File: config.mk
export PLATFORM = sky130hd
export DESIGN_NAME = tet_fifo
export DESIGN_NICKNAME = d
export VERILOG_FILES = /design/src/sv/tet_fifo.sv
export SDC_FILE = /design/constraint.sdc
export NUM_CORES = 1
export LEC_CHECK = 0
export BUFFER_PORTS_ARGS = -buffer_cell sky130_fd_sc_hd__buf_2
export CAP_MARGIN = 0
export CORE_MARGIN = 8
export CORE_UTILIZATION = 48
export DETAILED_ROUTE_END_ITERATION = 12
export PLACE_DENSITY = 0.74
export SLEW_MARGIN = 20
export SYNTH_ARGS = -nofsm -noshare
export SYNTH_HDL_FRONTEND = slang
export SYNTH_SLANG_ARGS = --single-unit
File: constraint.sdc
create_clock -name clk -period 1.6 [get_ports clk]
set_input_delay 0.32 -clock clk [delete_from_list [all_inputs] [get_ports clk]]
set_output_delay 0.32 -clock clk [all_outputs]
set_load 0.02 [all_outputs]
File: src/sv/tet_fifo.sv
// tet_fifo: small register queue used between front and back and on results
// depends on nothing
module tet_fifo #(
	parameter int W = 8,
	parameter int DEPTH = 2
) (
	input logic clk,
	input logic arst_n,
	input logic wr,
	input logic [W-1:0] wdata,
	output logic full,
	input logic rd,
	output logic [W-1:0] rdata,
	output logic empty
);
	localparam int AW = (DEPTH > 1) ? $clog2(DEPTH) : 1;
	logic [W-1:0] mem_q [DEPTH];
	logic [AW-1:0] wp_q, rp_q;
	logic [AW:0] cnt_q;
	logic do_wr, do_rd;

	assign full = (cnt_q == (AW+1)'(DEPTH));
	assign empty = (cnt_q == '0);
	assign do_wr = wr && !full;
	assign do_rd = rd && !empty;
	assign rdata = mem_q[rp_q];

	always_ff @(posedge clk) begin
		if (do_wr) mem_q[wp_q] <= wdata;
	end

	always_ff @(posedge clk or negedge arst_n) begin
		if (!arst_n) begin
			wp_q <= '0;
			rp_q <= '0;
			cnt_q <= '0;
		end else begin
			if (do_wr) wp_q <= (wp_q == AW'(DEPTH-1)) ? '0 : wp_q + 1'b1;
			if (do_rd) rp_q <= (rp_q == AW'(DEPTH-1)) ? '0 : rp_q + 1'b1;
			cnt_q <= cnt_q + (AW+1)'(do_wr) - (AW+1)'(do_rd);
		end
	end
endmodule

# --- Word level (Yosys, flattened, before mapping) ---
# Memories as Yosys holds them, arrays and structs flattened.
# Index checks and enable logic that the tools add are counted.
totals:
  in_bits: 12
  n_memories: 1
  ramBits: 16
  wordCells: 18
  register_bits: 4
  output_inout_bits: 10
mem_list:
  columns: ["name", "depth", "word_bits", "rd", "rd_clocked_by_memory_dff", "wr", "line", "text"]
  rows:
  - ["mem_q", 2, 8, 1, 0, 1, "17", "logic [W-1:0] mem_q [DEPTH];"]
classes:
  reduce_logical: 5
  n_addsub: 4
  eq_ne: 1
  muxes: 4
op_table:
  columns: ["cell", "n"]
  rows:
  - ["1-bit 2-to-1 mux", 4]
  - ["1-bit adder, second input constant", 2]
  - ["2-bit by 1-bit adder with 2-bit output", 1]
  - ["2-bit == test, second input constant", 1]
  - ["1-bit logical AND", 2]
  - ["1-bit zero test", 2]
  - ["2-bit zero test", 1]
  - ["2-bit by 1-bit subtractor with 2-bit output", 1]

# --- Longest topological paths before layout ---
# Gate-level depths: netlist of run 1.
logic_depth:
  word_depth: 5
  ltp_mapped: 7
  ltp_nobuf: 7

# --- Worst setup path before layout of run 1 ---
# OpenSTA, ideal clock, no wires.
synth_timing:
  path_kind: "reg-to-reg"
  startpoint: "register cnt_q[0]"
  endpoint: "register cnt_q[1]"
  t_required_ns: 1.477
  synth_period_minus_slack_ns: 1.573
  setup_ns: 0.123
  arrival_ns: 1.449
  path_slack_ns: 0.027
  stages_incl_launch_ff: 8
  path_buffers: 0
  path_cell_list: "dfrtp_1 nor2_2 nor2b_2 ha_1 inv_1 ha_1 xnor2_1 xnor2_1"
synth_between:
  word_cells_on_any_way: 8
  cone_classes: "2 x add/sub; 1 x eq/ne; 5 x reduce/logical"
synth_rtl:
  columns: ["item", "line", "text"]
  rows:
  - ["start: declaration", "19", "logic [AW:0] cnt_q;"]
  - ["start signal: assignment", "40", "cnt_q <= cnt_q + (AW+1)'(do_wr) - (AW+1)'(do_rd);"]
  - ["2-bit zero test", "23", "assign empty = (cnt_q == '0);"]
  - ["via empty", "14", "output logic empty"]
  - ["1-bit zero test", "25", "assign do_rd = rd && !empty;"]
  - ["1-bit logical AND", "25", null]
  - ["via do_rd", "20", "logic do_wr, do_rd;"]
  - ["2-bit by 1-bit subtractor with 2-bit output", "40", null]
# The timed path passes the listed nets, and every way through them passes these cells.
# A chain may end at the register's enable or synchronous reset.

# --- Worst setup path in the final report of run 1 ---
layout_timing:
  startpoint: "register rp_q"
  endpoint: "output port rdata[5]"
layout_between:
  elab_chain_cells: 1
layout_lines:
  columns: ["item", "line", "text"]
  rows:
  - ["start: declaration", "18", "logic [AW-1:0] wp_q, rp_q;"]
  - ["start signal: assignment", "39", "if (do_rd) rp_q <= (rp_q == AW'(DEPTH-1)) ? '0 : rp_q + 1'b1;"]
  - ["memory 2 x 8 bit", null, null]
  - ["end: declaration", "13", "output logic [W-1:0] rdata,"]
# Every way passes these cells.

==> results of run 1 <==
==> through the flow <==
stage               cells  total power [mW]  hold WS, ns  utilization (%)  setup slack (ns)
floorplan              43              1.31       0.0244                -            0.0275
global placement       81              1.49        0.131             59.9             0.103
detailed placement     81              1.51        0.131             59.9            0.0856
CTS                    88              1.80        0.203             63.6           -0.0193
global route           91              2.09        0.196             68.6           -0.0456
finish                 91              1.97        0.209             68.6           0.00833
==> worst max path at each step <==
stage                               to               start  depth (start not counted)
finish                        rdata[5]    rp_q$_DFFE_PN0P_                          3
global route                  rdata[5]    rp_q$_DFFE_PN0P_                          3
CTS                           rdata[2]    rp_q$_DFFE_PN0P_                          3
detailed placement  cnt_q[1]$_DFF_PN0_  cnt_q[0]$_DFF_PN0_                          7
global placement    cnt_q[1]$_DFF_PN0_  cnt_q[0]$_DFF_PN0_                          7
floorplan           cnt_q[1]$_DFF_PN0_  cnt_q[0]$_DFF_PN0_                          7
==> state kept, by name, indices dropped and copies added, names as in the netlist <==
| register | count |
|---|---|
| cnt_q | 2 |
| mem_q | 16 |
| rp_q | 1 |
| wp_q | 1 |
==> cell usage in the layout, fill, tap and decap left out, drive strengths merged, types with 2 or more instances in the layout <==
cell type / n
buf: 28
clkbuf: 4
dfrtp: 4
edfxtp: 16
ha: 2
inv: 2
mux2: 8
nor2: 2
xnor2: 3
==> power by group <==
part	switching, mW	internal (mW)
logic	0.444	0.500
clock network	0.138	0.0968
registers	0.0640	0.730
total	0.646	1.33
==> cell type report <==
type	instances	area share (%)
Sequential cell	20	55.6
Timing Repair Buffer	29	21.5
Multi-Input combinational cell	20	17.7
Clock buffer	4	2.51
Tap cell	16	1.91
Inverter	2	0.718
==> metal layers <==
layer	part of all wire (%)	global-route usage (%)
met5	0	0
met4	0	3.09
met3	5.2	3.37
met2	54	14.1
met1	41	8.10
==> logic make-up (layout without fill, tap and decap cells) <==
group	Yosys count	after routing	synth area share (%)
buf+inv	3	35	2.39
mux	8	8	11.5
simple gates	6	6	4.47
xor+xnor	4	4	4.47
flops	20	20	74.0
fa+ha+maj	2	2	3.19
==> repair_timing <==
action,CTS,global route
gates resized for setup,3,17
endpoints found under the setup margin,8,9
hold buffers,1,0
setup buffers,2,3
endpoints found under the hold margin,4,0
pin swaps,0,0
==> impl_metrics.tcl, run 1 <==
set metrics [dict create \
    grt_pass1_vias 495 \
    setup_viol 0 \
    power.density_nw_per_um2 1890 \
    clkTransAtPathRegs_ns 0.11 \
    irDropWorstVdd_mv 0.972 \
    yosysUniqueCellTypes 14 \
    clkLatencyLatePin_ns 0.29 \
    r2r_cells 7 \
    drt_iter0_drc 4 \
    synth_edf_count 16 \
    timing.slew.headroom_pct 72.7 \
    r2r_slack_ns 0.07 \
    crit_buf_inv 2 \
    antenna_cells 0 \
    ant_nets 0 \
    syn_area_um2 785 \
    rows 14 \
    fin_crit_ns 1.59 \
    cp_max_fo 5 \
    wirelength_um 1320 \
    drive_gt1_share_pct 56.0 \
    ys_seq_area_share_pct 74.0 \
    outcome "completed" \
    fin_crit_sh_pct 99.5 \
    grt_pass1_wl_um 2050 \
    h-tree-depth 1 \
    holdCritStartpoint "wdata[2]" \
    crit_path_top_delay_cell "dfrtp_2" \
    clockRootBuffer "clkbuf_4" \
    dr.pass1.iters 2 \
    post-dp-hpwl_um 931 \
    ys_ff_latch 20 \
    worstPathArrival_ns 1.27 \
    via_count 463 \
    yosys.area.top_type "edfxtp_1" \
    setup-tns-final_ns 0 \
    synth_common_cells "16 x edfxtp_1, 8 x mux2_2, 4 x dfrtp_1" \
    netlist_top_cells_area "edfxtp_1 61%, dfrtp_1 13%, mux2_2 11%, xnor2_1 3.3%, ha_1 3.2%" \
    numPortBuffers 21 \
    clock_sinks 20 \
    min_path_type "input pin to flop" \
    die_y_um 56.4 \
    synth_top_area_share_pct 61.2 \
    yosys_warnings 0 \
    register_area_um2 582 \
    cts_tree "yes" \
    crit_family "flip-flops" \
    io_pins 22 \
    cts_made_buffers 3 \
    routedWlPerCell_um 14.5 \
    p_leak_nw 0.440 \
    cp-end-kind "output port" \
    layout.nets 90 \
    place.gp.congestion 0.696 \
    avgSynthCellArea_um2 18.2 \
    synth_nets 57 \
    cp_cell_sequence "buf_6 -> mux2_2 -> buf_6" \
    cap_violations 0 \
    worst_path_most_repeated_cell "buf_6" \
    start_kind "flop" \
    min_delay_path_depth 1 \
    nFillCells 109 \
    viasPerCell 5.09 \
    hold_path_end "mem_q[0][2]$_DFFE_PP_" \
    cpPeakStageDelay_ns 0.39 \
    synth_ff_type "edfxtp_1" \
    grt.total_usage_pct 8.01 \
    post_synth_inst_count 43 \
    reg2reg_to "cnt_q[1]$_DFF_PN0_" \
    dpl_cell_area_um2 913 \
    worstMarginPinSlew_ns 0.409 \
    finalHoldViolCount 0 \
    clockBufferDepth 2 \
    die_area_um2 3180 \
    core_area_um2 1520 \
    yosysMostFrequentCell "edfxtp_1" \
    antenna_found_initial 0 \
    async_reset_ff_share_pct 20.0 \
    multiInputGateArea_um2 185 \
    r2r_start "cnt_q[0]$_DFF_PN0_" \
    fin_area_um2 1050 \
    fmax_mhz 628 \
    grt_start_max_net_pins 12 \
    die_x_um 56.4 \
    clock_skew_ns 0.00672 \
    overflow 0 \
    worstPathRequired_ns 1.28 \
    rsz0062_at_grt "yes" \
    areaGrowthSynthToFinish_pct 33.3 \
    maxSlewViolCount 0 \
    timing.setup.critical_path_class "flop to output port" \
    post-route-drc-count 0 \
    start_util_pct 51.5 \
]
No activity file was read; power rests on OpenSTA's default activity.
==> run 2: changes to the inputs <==
Settings changed: CORE_UTILIZATION 48 to 52, CTS_BUF_LIST from default to sky130_fd_sc_hd__clkbuf_4 sky130_fd_sc_hd__clkbuf_8, CTS_CLUSTER_SIZE from default to 28, PLACE_DENSITY 0.74 to 0.8.
==> run 2 against run 1 <==
- the run now ends with negative setup slack left
- combinational power up 7%
- global-route usage up 1.4 points
- critical path type unchanged
- setup slack worse by 0.032 ns
- sequential share of layout area down 1.6 points
- critical endpoint is now rdata[0]
==> impl_metrics.tcl, run 2 (synthesis results as in run 1) <==
set metrics [dict create \
    p_leak_nw 0.462 \
    dr.pass1.iters 3 \
    h-tree-depth 1 \
    clock_skew_ns 0.00246 \
    setup_ws_ns -0.0232 \
    grt_pass1_vias 476 \
    viasPerCell 4.99 \
    nFillCells 101 \
    cpPeakStageDelay_ns 0.45 \
    clkLatencyLatePin_ns 0.28 \
    via_count 444 \
    start_kind "flop" \
    timing.slew.headroom_pct 75.9 \
    setup_viol 7 \
    grt.total_usage_pct 9.42 \
    core_area_um2 1450 \
    cp_max_fo 4 \
    rows 14 \
    reg2reg_to "cnt_q[1]$_DFF_PN0_" \
    largest-register "mem_q" \
    min_path_type "input pin to flop" \
    numPortBuffers 21 \
    setup-tns-final_ns -0.108 \
    r2r_start "cnt_q[0]$_DFF_PN0_" \
    post-dp-hpwl_um 939 \
    cap_violations 0 \
    maxSlewViolCount 0 \
    critPathCapture "rdata[0]" \
    drive_gt1_share_pct 61.6 \
    antenna_cells 0 \
    multiInputGateArea_um2 229 \
    rsz0062_at_grt "yes" \
    start_util_pct 54.0 \
    worstMarginPinSlew_ns 0.362 \
    layout.nets 88 \
    die_area_um2 3010 \
    overflow 0 \
    cts_tree "yes" \
    largest_reg_flops 16 \
    clock_sinks 20 \
    holdWs_ns 0.218 \
    grt_pass1_wl_um 2050 \
    cp-end-kind "output port" \
    routedWlPerCell_um 15.9 \
    power.density_nw_per_um2 1910 \
    worstPathArrival_ns 1.30 \
    wirelength_um 1420 \
    r2r_slack_ns 0.10 \
    timing.setup.critical_path_class "flop to output port" \
    io_pins 22 \
    outcome "finished with violations" \
    clkTransAtPathRegs_ns 0.10 \
    clockBufferDepth 2 \
    final_common_cell "edfxtp_1" \
    final_cell_mix "16 x edfxtp_1, 13 x buf_2, 11 x buf_6, 5 x mux2_4" \
    post-route-drc-count 0 \
    r2r_cells 7 \
    place.gp.congestion 0.656 \
    crit_path_top_delay_cell "dfrtp_2" \
    fin_crit_ns 1.62 \
    areaGrowthSynthToFinish_pct 37.6 \
    worst_path_most_repeated_cell "buf_6" \
    cp_cell_sequence "buf_6 -> mux2_4 -> buf_6" \
    die_x_um 54.8 \
    drt_iter0_drc 6 \
    irDropWorstVdd_mv 1.37 \
    fin_crit_sh_pct 101 \
    fmax_mhz 616 \
    die_y_um 54.8 \
    finalHoldViolCount 0 \
    grt_start_max_net_pins 12 \
    crit_path_start "rp_q$_DFFE_PN0P_" \
    worstPathRequired_ns 1.28 \
    fin_util_pct 74.3 \
    antenna_found_initial 0 \
    register_area_um2 583 \
    violations "negative setup slack" \
    clockRootBuffer "clkbuf_4" \
    cts_made_buffers 3 \
    ant_nets 0 \
    top_regs "mem_q x16, cnt_q x2" \
]
[run 2: repair_timing]
item,in CTS,in global routing
hold endpoints to repair,4,0
resized for setup,2,30
setup buffers,4,0
setup endpoints to repair,8,9
hold buffers,1,0
[run 2: final cells by class]
cell class	instances	area share (%)
Multi-Input combinational cell	20	21.2
Inverter	2	0.695
Tap cell	16	1.85
Clock buffer	3	2.09
Timing Repair Buffer	27	19.8
Sequential cell	20	54.0
Clock inverter	1	0.348
[run 2: per-layer routing]
layer / global-route usage [%] / vias up / part of all wire (%)
li1: - / 213 / -
met5: 0 / - / 0
met1: 12.0 / 213 / 42
met4: 3.69 / 0 / 0.42
met3: 2.99 / 2 / 6.0
met2: 14.5 / 16 / 52
[run 2: stage by stage]
stage | cells | setup slack [ns] | instance area (um2) | total power, mW
6_report | 89 | -0.0232 | 1080 | 2.07
5_1_grt | 89 | -0.0649 | 1080 | 2.18
4_1_cts | 89 | -0.00277 | 973 | 1.81
3_5_place_dp | 80 | 0.0799 | 906 | 1.50
3_3_place_gp | 80 | 0.102 | 906 | 1.47
2_1_floorplan | 43 | 0.0275 | 785 | 1.31
[run 2: worst min-delay path by stage]
stage / slack (ns) / start / cells after the start / endpoint
detailed placement: 0.13 / arst_n / 1 / cnt_q[0]$_DFF_PN0_
global placement: 0.13 / arst_n / 1 / cnt_q[0]$_DFF_PN0_
global route: 0.20 / wdata[5] / 1 / mem_q[1][5]$_DFFE_PP_
finish: 0.22 / wdata[5] / 1 / mem_q[1][5]$_DFFE_PP_
CTS: 0.22 / wdata[5] / 1 / mem_q[1][5]$_DFFE_PP_
floorplan: 0.02 / arst_n / 0 / cnt_q[0]$_DFF_PN0_
[run 2: worst max-delay path, delay by kind of cell (launching register included)]
family / cells / cell delay [ns]
flip-flops: 1 / 0.45
multiplexers: 1 / 0.30
buffers and inverters: 2 / 0.27
[run 2: report_power, final]
group          total (mW)  internal (mW)  switching (mW)  leakage (nW)
Combinational        1.01          0.557           0.456         0.253
Sequential          0.828          0.734          0.0941         0.193
Clock               0.226         0.0904           0.135        0.0154
Total                2.07           1.38           0.685         0.462
==> run 3: changes to the inputs <==
Settings changed: PLACE_DENSITY 0.8 to 0.92.
==> run 3 against run 2 <==
- the flow still finishes with violations (negative setup slack)
- clock skew is 0.0031 ns higher
- combinational power about the same
- cell area up 0.46%
- non-clock buffer count increased by 2
- global-route usage up 2.5 points
- sequential power is 2% lower
- critical endpoint unchanged
==> impl_metrics.tcl, run 3 (synthesis results as in run 1) <==
set metrics [dict create \
    start_util_pct 54.0 \
    numPortBuffers 21 \
    antenna_found_initial 0 \
    fin_area_um2 1080 \
    power_mw 2.11 \
    place.gp.congestion 0.628 \
    crit_path_start "rp_q$_DFFE_PN0P_" \
    overflow 0 \
    die_area_um2 3010 \
    min_path_type "input pin to flop" \
    nFillCells 90 \
    worstPathArrival_ns 1.32 \
    violations "negative setup slack" \
    finalHoldViolCount 0 \
    holdCritStartpoint "wdata[4]" \
    io_pins 22 \
    cap_violations 0 \
    clockBufferDepth 2 \
    via_count 479 \
    fmax_mhz 611 \
    rsz0062_at_grt "yes" \
    clkLatencyLatePin_ns 0.30 \
    wirelength_um 1560 \
    layout.nets 90 \
    worstMarginPinSlew_ns 0.386 \
    drt_iter0_drc 5 \
    cts_made_buffers 3 \
    grt_start_max_net_pins 12 \
    dr.pass1.iters 4 \
    core_area_um2 1450 \
    clockRootBuffer "clkbuf_4" \
    fin_crit_ns 1.64 \
    setup_viol 8 \
    start_kind "flop" \
    fin_crit_sh_pct 102 \
    p_leak_nw 0.472 \
    grt.total_usage_pct 11.9 \
    power.density_nw_per_um2 1950 \
    worstPathRequired_ns 1.28 \
    drive_gt1_share_pct 60.0 \
    cp-end-kind "output port" \
    clock_skew_ns 0.00558 \
    areaGrowthSynthToFinish_pct 38.3 \
    grt_pass1_vias 539 \
    rows 14 \
    maxSlewViolCount 0 \
    irDropWorstVdd_mv 1.15 \
    timing.setup.critical_path_class "flop to output port" \
    post-route-drc-count 0 \
    clock_sinks 20 \
    timing.slew.headroom_pct 74.3 \
    largest_reg_flops 16 \
    routedWlPerCell_um 17.1 \
    cts_tree "yes" \
    final_cell_mix "16 x edfxtp_1, 13 x buf_2, 10 x buf_6, 5 x mux2_4, 5 x buf_4" \
    antenna_cells 0 \
    top_regs "mem_q x16, cnt_q x2" \
    setup_ws_ns -0.0377 \
    die_x_um 54.8 \
    largest-register "mem_q" \
    final_common_cell "edfxtp_1" \
    clkTransAtPathRegs_ns 0.11 \
    outcome "finished with violations" \
    cp_max_fo 4 \
    dpl_cell_area_um2 913 \
    r2r_start "cnt_q[1]$_DFF_PN0_" \
    ant_nets 0 \
    h-tree-depth 1 \
    grt_pass1_wl_um 2370 \
    viasPerCell 5.26 \
    post-dp-hpwl_um 1060 \
    die_y_um 54.8 \
    setup-tns-final_ns -0.255 \
]
-- run 3: changes by cell type in the layout (fill, tap and decap cells not counted) --
cell      before  now
ha_1           1    2
buf_4          2    5
dfrtp_1        2    3
nor2_4         1    0
nor2_2         0    1
buf_6         11   10
dfrtp_2        2    1
nand2b_1       0    1
ha_2           1    0
clkinv_1       1    0
nand2b_4       1    0
clkbuf_8       0    1
-- run 3: layout make-up --
class / instances / area, um2 / area share, %
clock buffer: 4 / 36.3 / 3.34
inverter: 2 / 7.51 / 0.692
multi-input combinational: 20 / 214 / 19.7
sequential: 20 / 582 / 53.6
tap: 16 / 20.0 / 1.85
timing repair buffer: 29 / 225 / 20.8
-- run 3: layer usage --
layer / GRT usage [%] / wire length (um) / vias to the layer above
li1: - / - / 222
met1: 12.2 / 590 / 230
met2: 20.4 / 829 / 22
met3: 3.26 / 91 / 5
met4: 8.61 / 44 / 0
met5: 0 / 0 / -
-- run 3: final timing paths --
check / endpoint / slack (ns) / depth (start not counted)
worst max-delay path: rdata[0] / -0.04 / 3
worst min-delay path: mem_q[1][4]$_DFFE_PP_ / 0.20 / 1
worst max register to register: cnt_q[1]$_DFF_PN0_ / 0.06 / 7
worst min register to register: wp_q$_DFFE_PN0N_ / 0.51 / 1
min in group asynchronous: cnt_q[0]$_DFF_PN0_ / 0.33 / 2
max in group asynchronous: rp_q$_DFFE_PN0P_ / 1.14 / 2
-- run 3: through the flow --
stage / util (%) / cells / hold slack (ns) / worst slack [ns]
6_report: 74.6 / 91 / 0.200 / -0.0377
5_1_grt: 74.6 / 91 / 0.186 / -0.0796
4_1_cts: 72.1 / 90 / 0.190 / -0.0324
3_5_place_dp: 62.8 / 81 / 0.130 / 0.0654
3_3_place_gp: 62.8 / 81 / 0.130 / 0.104
2_1_floorplan: - / 43 / 0.0244 / 0.0275
-- run 3: worst max-delay path, cell delays in order, from the launching register on --
cell and delay [ns]:
dfrtp_2 0.44, buf_6 0.14, mux2_4 0.30, buf_6 0.13
-- run 3: where the power goes --
group          total [mW]  switching, mW  internal (mW)
combinational        1.02          0.465          0.551
sequential          0.808         0.0761          0.732
clock               0.289          0.150          0.139
total                2.11          0.691           1.42
-- run 3: timing repair --
action	in CTS	in global routing
hold endpoints to repair	4	0
buffers inserted	4	1
endpoints found under the setup margin	8	9
hold buffers	1	0
gates resized for setup	20	7
